<file path="config.mk">
export PLATFORM = sky130hd
export DESIGN_NAME = quoted_token_lexer
export DESIGN_NICKNAME = d
export VERILOG_FILES = /design/src/rtl/qtl_pkg.sv /design/src/rtl/qtl_front.sv /design/src/rtl/qtl_queue.sv /design/src/rtl/qtl_back.sv /design/src/rtl/quoted_token_lexer.sv
export SDC_FILE = /design/constraint.sdc
export NUM_CORES = 1
export LEC_CHECK = 0
export ABC_AREA = 1
export BUFFER_PORTS_ARGS = -buffer_cell sky130_fd_sc_hd__buf_2
export CORE_UTILIZATION = 40
export CTS_CLUSTER_SIZE = 24
export DETAILED_ROUTE_END_ITERATION = 12
export SYNTH_ARGS = -nofsm -noshare
export SYNTH_HDL_FRONTEND = slang
export SYNTH_SLANG_ARGS = --single-unit
</file>
<file path="constraint.sdc">
create_clock -name clk -period 9.35 [get_ports clk]
set_clock_uncertainty 0.15 [all_clocks]
set_input_delay 0.935 -clock clk [delete_from_list [all_inputs] [get_ports clk]]
set_output_delay 0.935 -clock clk [all_outputs]
set_load 0.005 [all_outputs]
</file>
<file path="src/rtl/qtl_pkg.sv">
// Shared types and constants of the quoted token lexer.
package qtl_pkg;

  // Lexer modes.
  typedef enum logic [2:0] {
    MODE_BETWEEN    = 3'd0,
    MODE_BARE       = 3'd1,
    MODE_STRING     = 3'd2,
    MODE_ESC        = 3'd3,
    MODE_OCTAL      = 3'd4,
    MODE_HEX_START  = 3'd5,
    MODE_HEX_DIGITS = 3'd6,
    MODE_ERROR      = 3'd7
  } mode_t;

  // Kind of a result beat.
  typedef enum logic [1:0] {
    KIND_CHAR = 2'd0,
    KIND_END  = 2'd1,
    KIND_DONE = 2'd2
  } kind_t;

  // Line status reported with the line-done beat.
  typedef enum logic [2:0] {
    ST_OK          = 3'd0,
    ST_UNMATCHED   = 3'd1,
    ST_DANGLING    = 3'd2,
    ST_OCTAL_RANGE = 3'd3,
    ST_NO_HEX      = 3'd4,
    ST_BAD_ESCAPE  = 3'd5
  } status_t;

  // Input function codes.
  localparam logic FUNC_BYTE = 1'b0;
  localparam logic FUNC_EOL  = 1'b1;

  // Characters of interest.
  localparam logic [7:0] CH_SPACE  = 8'h20;
  localparam logic [7:0] CH_TAB    = 8'h09;
  localparam logic [7:0] CH_CR     = 8'h0D;
  localparam logic [7:0] CH_DQUOTE = 8'h22;
  localparam logic [7:0] CH_SQUOTE = 8'h27;
  localparam logic [7:0] CH_BSLASH = 8'h5C;
  localparam logic [7:0] CH_X      = 8'h78;
  localparam logic [9:0] OCT_MAX   = 10'd255;

  // One input beat.
  typedef struct packed {
    logic       func;
    logic [7:0] char_in;
  } item_t;

  // One result beat.
  typedef struct packed {
    kind_t      kind;
    logic [7:0] char_out;
    status_t    status;
    logic       last;
  } res_t;

  // What one input item produces: one or two result beats.
  typedef struct packed {
    logic pair;
    res_t r0;
    res_t r1;
  } entry_t;

endpackage

</file>
<file path="src/rtl/qtl_front.sv">
// Front end: accepts bytes, runs the lexer state and forms the result entries.
module qtl_front (
  input  logic           clk,
  input  logic           rst,
  input  logic           push,
  output logic           full,
  input  qtl_pkg::item_t item,
  output logic           q_push,
  output qtl_pkg::entry_t q_entry,
  input  logic           q_full
);
  import qtl_pkg::*;

  mode_t      mode, mode_next;
  logic       quote_is_double, quote_is_double_next;
  logic [9:0] escape_value, escape_value_next;
  logic [1:0] digit_count, digit_count_next;
  status_t    line_status, line_status_next;

  logic       accept;
  logic [7:0] c;
  logic       is_ws, is_dec, is_quote, is_delim, is_bslash;
  logic       hex_ok, simple_ok;
  logic [3:0] hex_v;
  logic [7:0] simple_v;
  logic [9:0] oct_new, hex_new;
  logic [1:0] n;
  res_t       r0, r1;

  function automatic res_t mk(kind_t k, logic [7:0] ch, status_t st);
    res_t r;
    r.kind     = k;
    r.char_out = ch;
    r.status   = st;
    r.last     = 1'b0;
    return r;
  endfunction

  // The first error of a line wins.
  function automatic status_t merged(status_t cur, status_t code);
    return (cur != ST_OK) ? cur : code;
  endfunction

  assign full   = q_full;
  assign accept = push && !q_full;
  assign c      = item.char_in;

  // Byte classification.
  assign is_ws     = (c == CH_SPACE) || (c >= CH_TAB && c <= CH_CR);
  assign is_dec    = (c >= "0") && (c <= "9");
  assign is_quote  = (c == CH_DQUOTE) || (c == CH_SQUOTE);
  assign is_delim  = (c == (quote_is_double ? CH_DQUOTE : CH_SQUOTE));
  assign is_bslash = (c == CH_BSLASH);

  always_comb begin
    hex_ok = 1'b1;
    hex_v  = c[3:0];
    if (is_dec) begin
      hex_v = c[3:0];
    end else if ((c >= "a" && c <= "f") || (c >= "A" && c <= "F")) begin
      hex_v = c[3:0] + 4'd9;
    end else begin
      hex_ok = 1'b0;
    end
  end

  always_comb begin
    simple_ok = 1'b1;
    case (c)
      "n":       simple_v = 8'h0A;
      "r":       simple_v = 8'h0D;
      "t":       simple_v = 8'h09;
      "b":       simple_v = 8'h08;
      "f":       simple_v = 8'h0C;
      "v":       simple_v = 8'h0B;
      CH_BSLASH: simple_v = CH_BSLASH;
      CH_SQUOTE: simple_v = CH_SQUOTE;
      "?":       simple_v = "?";
      CH_DQUOTE: simple_v = CH_DQUOTE;
      default: begin
        simple_ok = 1'b0;
        simple_v  = 8'h00;
      end
    endcase
  end

  // Escape accumulation; the stored value keeps ten bits.
  assign oct_new = {escape_value[6:0], 3'b000} + {6'd0, c[3:0]};
  assign hex_new = {escape_value[5:0], 4'b0000} + {6'd0, hex_v};

  // Next state.
  always_comb begin
    mode_next            = mode;
    quote_is_double_next = quote_is_double;
    escape_value_next    = escape_value;
    digit_count_next     = digit_count;
    line_status_next     = line_status;
    if (item.func == FUNC_EOL) begin
      mode_next            = MODE_BETWEEN;
      quote_is_double_next = 1'b0;
      escape_value_next    = '0;
      digit_count_next     = '0;
      line_status_next     = ST_OK;
    end else begin
      case (mode)
        MODE_BETWEEN: begin
          if (is_ws) begin
            mode_next = MODE_BETWEEN;
          end else if (is_quote) begin
            quote_is_double_next = (c == CH_DQUOTE);
            mode_next            = MODE_STRING;
          end else begin
            mode_next = MODE_BARE;
          end
        end
        MODE_BARE: begin
          if (is_ws) mode_next = MODE_BETWEEN;
        end
        MODE_STRING: begin
          if (is_delim) mode_next = MODE_BETWEEN;
          else if (is_bslash) mode_next = MODE_ESC;
        end
        MODE_ESC: begin
          if (simple_ok) begin
            mode_next = MODE_STRING;
          end else if (is_dec) begin
            escape_value_next = {6'd0, c[3:0]};
            digit_count_next  = 2'd1;
            mode_next         = MODE_OCTAL;
          end else if (c == CH_X) begin
            escape_value_next = '0;
            digit_count_next  = '0;
            mode_next         = MODE_HEX_START;
          end else begin
            line_status_next = merged(line_status, ST_BAD_ESCAPE);
            mode_next        = MODE_ERROR;
          end
        end
        MODE_OCTAL: begin
          if (is_dec) begin
            escape_value_next = oct_new;
            digit_count_next  = digit_count + 2'd1;
            if (digit_count == 2'd2) begin
              if (oct_new > OCT_MAX) begin
                line_status_next = merged(line_status, ST_OCTAL_RANGE);
                mode_next        = MODE_ERROR;
              end else begin
                mode_next = MODE_STRING;
              end
            end
          end else if (is_delim) begin
            mode_next = MODE_BETWEEN;
          end else if (is_bslash) begin
            mode_next = MODE_ESC;
          end else begin
            mode_next = MODE_STRING;
          end
        end
        MODE_HEX_START: begin
          if (hex_ok) begin
            escape_value_next = {6'd0, hex_v};
            digit_count_next  = 2'd1;
            mode_next         = MODE_HEX_DIGITS;
          end else begin
            line_status_next = merged(line_status, ST_NO_HEX);
            mode_next        = MODE_ERROR;
          end
        end
        MODE_HEX_DIGITS: begin
          if (hex_ok) begin
            escape_value_next = hex_new;
            mode_next         = MODE_STRING;
          end else if (is_delim) begin
            mode_next = MODE_BETWEEN;
          end else if (is_bslash) begin
            mode_next = MODE_ESC;
          end else begin
            mode_next = MODE_STRING;
          end
        end
        default: mode_next = mode;
      endcase
    end
  end

  // Results caused by the current byte.
  always_comb begin
    n  = 2'd0;
    r0 = mk(KIND_CHAR, 8'h00, ST_OK);
    r1 = mk(KIND_CHAR, 8'h00, ST_OK);
    if (item.func == FUNC_EOL) begin
      case (mode)
        MODE_BARE: begin
          n  = 2'd2;
          r0 = mk(KIND_END, 8'h00, ST_OK);
          r1 = mk(KIND_DONE, 8'h00, line_status);
        end
        MODE_STRING: begin
          n  = 2'd1;
          r0 = mk(KIND_DONE, 8'h00, merged(line_status, ST_UNMATCHED));
        end
        MODE_ESC: begin
          n  = 2'd1;
          r0 = mk(KIND_DONE, 8'h00, merged(line_status, ST_DANGLING));
        end
        MODE_OCTAL, MODE_HEX_DIGITS: begin
          n  = 2'd2;
          r0 = mk(KIND_CHAR, escape_value[7:0], ST_OK);
          r1 = mk(KIND_DONE, 8'h00, merged(line_status, ST_UNMATCHED));
        end
        MODE_HEX_START: begin
          n  = 2'd1;
          r0 = mk(KIND_DONE, 8'h00, merged(line_status, ST_NO_HEX));
        end
        default: begin
          n  = 2'd1;
          r0 = mk(KIND_DONE, 8'h00, line_status);
        end
      endcase
    end else begin
      case (mode)
        MODE_BETWEEN: begin
          if (!is_ws && !is_quote) begin
            n  = 2'd1;
            r0 = mk(KIND_CHAR, c, ST_OK);
          end
        end
        MODE_BARE: begin
          n  = 2'd1;
          r0 = is_ws ? mk(KIND_END, 8'h00, ST_OK) : mk(KIND_CHAR, c, ST_OK);
        end
        MODE_STRING: begin
          if (is_delim) begin
            n  = 2'd1;
            r0 = mk(KIND_END, 8'h00, ST_OK);
          end else if (!is_bslash) begin
            n  = 2'd1;
            r0 = mk(KIND_CHAR, c, ST_OK);
          end
        end
        MODE_ESC: begin
          if (simple_ok) begin
            n  = 2'd1;
            r0 = mk(KIND_CHAR, simple_v, ST_OK);
          end
        end
        MODE_OCTAL, MODE_HEX_DIGITS: begin
          if ((mode == MODE_OCTAL) ? is_dec : hex_ok) begin
            // A completed escape gives its character.
            if (mode == MODE_HEX_DIGITS) begin
              n  = 2'd1;
              r0 = mk(KIND_CHAR, hex_new[7:0], ST_OK);
            end else if (digit_count == 2'd2 && oct_new <= OCT_MAX) begin
              n  = 2'd1;
              r0 = mk(KIND_CHAR, oct_new[7:0], ST_OK);
            end
          end else begin
            // A short escape ends, then the byte counts as string text.
            r0 = mk(KIND_CHAR, escape_value[7:0], ST_OK);
            if (is_delim) begin
              n  = 2'd2;
              r1 = mk(KIND_END, 8'h00, ST_OK);
            end else if (is_bslash) begin
              n  = 2'd1;
            end else begin
              n  = 2'd2;
              r1 = mk(KIND_CHAR, c, ST_OK);
            end
          end
        end
        default: n = 2'd0;
      endcase
    end
    r0.last = (n == 2'd1);
    r1.last = 1'b1;
  end

  assign q_push        = accept && (n != 2'd0);
  assign q_entry.pair  = (n == 2'd2);
  assign q_entry.r0    = r0;
  assign q_entry.r1    = r1;

  // State registers.
  always_ff @(posedge clk) begin
    if (rst) begin
      mode            <= MODE_BETWEEN;
      quote_is_double <= 1'b0;
      escape_value    <= '0;
      digit_count     <= '0;
      line_status     <= ST_OK;
    end else if (accept) begin
      mode            <= mode_next;
      quote_is_double <= quote_is_double_next;
      escape_value    <= escape_value_next;
      digit_count     <= digit_count_next;
      line_status     <= line_status_next;
    end
  end

  // A line end always yields an entry that closes with line done.
  assert property (@(posedge clk) disable iff (rst)
    (accept && item.func == FUNC_EOL) |->
      (q_push && (q_entry.pair ? q_entry.r1.kind : q_entry.r0.kind) == KIND_DONE))
    else $error("line end without line-done beat");

  // The error mode is left only by a line end.
  assert property (@(posedge clk) disable iff (rst)
    (mode == MODE_ERROR && !(accept && item.func == FUNC_EOL)) |=> (mode == MODE_ERROR))
    else $error("error mode left before line end");

endmodule

</file>
<file path="src/rtl/qtl_queue.sv">
// Short queue of result entries between the front and back ends.
module qtl_queue #(
  parameter int DEPTH = 4
) (
  input  logic            clk,
  input  logic            rst,
  input  logic            push,
  input  qtl_pkg::entry_t wdata,
  output logic            full,
  input  logic            take,
  output qtl_pkg::entry_t rdata,
  output logic            nonempty
);
  import qtl_pkg::*;

  localparam int AW = (DEPTH > 1) ? $clog2(DEPTH) : 1;
  localparam int CW = $clog2(DEPTH + 1);

  entry_t          store [DEPTH];
  logic [AW-1:0]   wr_ptr, rd_ptr;
  logic [CW-1:0]   count;
  logic            do_push, do_take;

  function automatic logic [AW-1:0] bump(logic [AW-1:0] p);
    return (p == AW'(DEPTH - 1)) ? '0 : p + AW'(1);
  endfunction

  assign full     = (count == CW'(DEPTH));
  assign nonempty = (count != '0);
  assign do_push  = push && !full;
  assign do_take  = take && nonempty;
  assign rdata    = store[rd_ptr];

  // Entry storage.
  always_ff @(posedge clk) begin
    if (do_push) store[wr_ptr] <= wdata;
  end

  // Pointers and fill count.
  always_ff @(posedge clk) begin
    if (rst) begin
      wr_ptr <= '0;
      rd_ptr <= '0;
      count  <= '0;
    end else begin
      if (do_push) wr_ptr <= bump(wr_ptr);
      if (do_take) rd_ptr <= bump(rd_ptr);
      count <= count + CW'(do_push) - CW'(do_take);
    end
  end

  assert property (@(posedge clk) disable iff (rst) count <= CW'(DEPTH))
    else $error("queue count overflow");

  assert property (@(posedge clk) disable iff (rst) !(push && full))
    else $error("push into full queue");

endmodule

</file>
<file path="src/rtl/qtl_back.sv">
// Back end: unpacks queued entries into single result beats.
module qtl_back (
  input  logic            clk,
  input  logic            rst,
  input  qtl_pkg::entry_t q_entry,
  input  logic            q_nonempty,
  output logic            q_take,
  output logic            empty,
  input  logic            pop,
  output qtl_pkg::res_t   result
);
  import qtl_pkg::*;

  entry_t cur;
  logic   valid;
  logic   idx;
  logic   done, step;

  assign done   = valid && pop && (idx || !cur.pair);
  assign step   = valid && pop && !idx && cur.pair;
  assign q_take = q_nonempty && (!valid || done);
  assign empty  = !valid;
  assign result = idx ? cur.r1 : cur.r0;

  // Held entry; its payload needs no reset.
  always_ff @(posedge clk) begin
    if (q_take) cur <= q_entry;
  end

  // Occupancy and beat index within the entry.
  always_ff @(posedge clk) begin
    if (rst) begin
      valid <= 1'b0;
      idx   <= 1'b0;
    end else begin
      if (q_take) begin
        valid <= 1'b1;
        idx   <= 1'b0;
      end else if (done) begin
        valid <= 1'b0;
        idx   <= 1'b0;
      end else if (step) begin
        idx <= 1'b1;
      end
    end
  end

  assert property (@(posedge clk) disable iff (rst) idx |-> (valid && cur.pair))
    else $error("second beat of a single-beat entry");

endmodule

</file>
<file path="src/rtl/quoted_token_lexer.sv">
// Top level of the quoted token lexer: front end, entry queue and back end.
//
//   channel   direction  handshake            payload
//   item      in         push / full          func, char_in
//   result    out        pop / empty          kind, char_out, status, last
//
// One byte is taken per cycle while full is low; the front end updates the
// lexer state in the accepting cycle and queues the zero, one or two result
// beats it causes. The back end gives one result beat per cycle while pop is
// high, so an item with two beats holds the output for both; the queue of QUEUE_DEPTH entries absorbs it.
// Reset (rst, synchronous) empties the queue and returns the lexer to the
// between-tokens mode. full rises only when the queue holds QUEUE_DEPTH
// entries; a stalled result never blocks input until then.
module quoted_token_lexer #(
  parameter int QUEUE_DEPTH = 4
) (
  input  logic           clk,
  input  logic           rst,
  input  logic           push,
  output logic           full,
  input  qtl_pkg::item_t item,
  output logic           empty,
  input  logic           pop,
  output qtl_pkg::res_t  result
);
  import qtl_pkg::*;

  entry_t f_entry, q_head;
  logic   f_push, q_full, q_nonempty, q_take;

  qtl_front u_front (
    .clk     (clk),
    .rst     (rst),
    .push    (push),
    .full    (full),
    .item    (item),
    .q_push  (f_push),
    .q_entry (f_entry),
    .q_full  (q_full)
  );

  qtl_queue #(.DEPTH(QUEUE_DEPTH)) u_queue (
    .clk      (clk),
    .rst      (rst),
    .push     (f_push),
    .wdata    (f_entry),
    .full     (q_full),
    .take     (q_take),
    .rdata    (q_head),
    .nonempty (q_nonempty)
  );

  qtl_back u_back (
    .clk        (clk),
    .rst        (rst),
    .q_entry    (q_head),
    .q_nonempty (q_nonempty),
    .q_take     (q_take),
    .empty      (empty),
    .pop        (pop),
    .result     (result)
  );

endmodule
</file>
==> results.ini <==
[synthesis]
synth-xor-area-share_pct=0.6435
yosysTopAreaCell=edfxtp_1
syn_nets=903
synth_edf_count=140
seq_area_frac_synth_pct=57.85
yosys.cell_types.count=49
synth_top_cells_by_count=nand2_1 (169), edfxtp_1 (140), nor2_1 (127), o21ai_0 (87), inv_1 (67)
synth_area_sq_um=8167
yosys.area_share.simple_pct=20.56
synthArstFlopShare_pct=0
muxShareOfSynthArea_pct=0
netlist_top_cells_area=edfxtp_1 (51%), nand2_1 (7.8%), dfxtp_1 (6.4%)
synth_top_family_by_area=simple AND/OR/NAND/NOR gates
synth_compound_area_share_pct=13.02
synth.most_common_cell=nand2_1
syn-instance-count=874
netlist.area_leader.share_pct=51.48
synthAdderAreaFrac_pct=2.543
ys_ff_latch=166
ys_warn_count=0
ys.flop_type=edfxtp_1
avgSynthCellArea_sq_um=9.344

[detailed_routing]
ant_nets=0
drc=0
routedWlPerCell_microns=17.45
num_vias=6285
routed_via_density=5.340
wl_microns=20540
first_pass_iters=7
drt_iter0_markers=497

[setup_path]
crit_path_max_fanout=12
criticalPathCategory=flip-flop to flip-flop
cp.required_ns=9.55
cpPeakStageDelay_ns=0.55
start_kind=flip-flop
crit_top_cell=nand2_1
critical-path-top-delay-family=simple AND/OR/NAND/NOR gates
worst-path-buf-inv=2
cp_slowest_cell=nor2_1
rr_startpoint=u_front.mode[2]
endpoint_kind=flip-flop
crit_chain=nand2_1 -> nor2_1 -> nand2_1 -> nand2_4 -> nand2_1 -> nand3_1 -> nand2_1 -> nand2_1 -> nand3_2 -> nand2_2 -> inv_1 -> ha_1 -> fa_1 -> inv_1 -> o21ai_0 -> a21oi_1
crit_path_start=u_front.mode[2]
arrival_ns=3.86

[global_route]
track_usage_pct=20.86
antenna_found_initial=0
grt_pass1_wl_microns=32200
grt_max_degree=60
overflow=0
grt_pass1_vias=5835

[floorplanning]
die_h_microns=144.9
dieArea_sq_um=20990
start_util_pct=41.42
die_w_microns=144.9
fp-row-count=51
core_area_sq_um=19720
io_pins=29

[placement]
dp_hpwl_microns=13840
io_buffers=28
gp_congestion=0.9737

[clock_tree]
ctsResizeCount=0
cts_tree=yes
cts_buffers=17
clk_pin_slew_ns=0.07
clockRootBuffer=clkbuf_16
clockBufferDepth=2
holdBufCountCts=0
clk_latency_ns=0.42
postCtsSetupBuffers=0
cts_sinks=166
cts.htree.levels=4

[sta]
worstMarginPinSlew_ns=1.005
setup_tns_ns=0
slew_headroom_pct=32.90
rsz0062_at_grt=false
fin_crit_sh_pct=39.12
hold_ws_ns=0.3339
maxSlewViolCount=0
final_hold_viol_count=0
finalSetupViolCount=0
fin_crit_ns=3.658
timing.fmax_mhz=273.4

[finish]
diodes=0
final_nets=928
final_core_util_pct=46.35
drive_gt1_share_pct=13.05
area_delta_synth_final_pct=11.92

[worst_hold_path]
hold_path.class=flip-flop to flip-flop
hp-start=u_front.quote_is_double

[pwr]
clockPowerShare_pct=29.3
max-vdd-ir-drop_v=0.0001365
leakage_uw=0.003503
sequentialPowerShare_pct=45.8
internal-power_uw=1487
power_frac_comb_pct=24.9
p_sw_share_pct=32.61
power_density_nw_per_um2=241.5
total_power_uw=2207
p_sw_uw=719.8

[run]
cap_viol_max_count=0

[run_status]
status=finished clean

[state kept, by name (all words and copies together) (netlist names)]
register and cells:
u_front.digit_count 2, u_queue.store 112, u_front.quote_is_double 1, u_back.valid 1, u_queue.wr_ptr 2, u_front.escape_value 8, u_queue.rd_ptr 2, u_back.cur 28
u_back.idx 1, u_queue.count 3, u_front.line_status 3, u_front.mode 3
[tightest hold or removal path: cells and delay by family, from the launching register on]
family	cells	cell delay [ns]
and+or+nand+nor	1	0.06
DFF	1	0.32
AOI/OAI and AO/OA	1	0.06
[kinds of logic after synthesis]
kind of cell,count (synthesis)
compound gates,185
buf+inv,114
fa+ha+maj,16
flops,166
xor+xnor,6
simple gates,387
[final timing paths]
check                       endpoint  slack (ns)  cells after the start
max                 u_queue.count[2]        5.69                     16
min          u_front.quote_is_double        0.33                      2
max reg2reg         u_queue.count[2]        5.69                     16
min reg2reg  u_front.quote_is_double        0.33                      2
[per-layer routing]
metal / GRT usage, % / share of wire, % / wire [microns] / vias up
met3: 3.587 / 5.8 / 1198 / 28
met2: 34.01 / 46 / 9539 / 219
li1: - / - / - / 3077
met4: 6.482 / 1.4 / 278 / 0
met1: 28.29 / 46 / 9527 / 2961
met5: 0 / 0 / 0 / -
[area by class of cell]
type | count | area, sq um
Multi-Input combinational cell | 594 | 3015
Fill cell | 1905 | 10580
Clock buffer | 17 | 425.4
Timing Repair Buffer | 37 | 207.7
Sequential cell | 166 | 4726
Clock inverter | 15 | 120.1
Inverter | 83 | 314.1
Tap cell | 265 | 331.6
[power groups by stage]
stage               logic [uW]  clock network (uW)  registers, uW
floorplan                  370                   0           1020
global placement           548                   0           1030
detailed placement         556                   0           1030
CTS                        557                 661           1010
global route               633                 691           1020
finish                     549                 647           1010
[layout by cell type (no fill, tap or decap), types with 8 or more instances in the layout]
cell type,synthesis,final
a21oi_1,34,34
o21ai_0,87,87
nor2_1,127,122
dfxtp_1,26,25
ha_1,15,15
inv_1,67,67
nand2_2,8,8
edfxtp_1,140,140
o22ai_1,36,36
buf_2,4,28
clkbuf_16,0,17
nor2_2,7,12
buf_4,1,9
nand2_1,169,169
nand3_1,41,41
inv_2,14,14
nor3_1,16,16
[metrics by stage]
step,area (sq um),cells,setup slack [ns]
6_report,9140,1177,5.692
5_1_grt,9140,1177,5.379
2_1_floorplan,8167,874,5.248
3_3_place_gp,8594,1145,5.428
4_1_cts,9140,1177,5.740
3_5_place_dp,8594,1145,5.304
No activity file was read; power rests on OpenSTA's default activity.
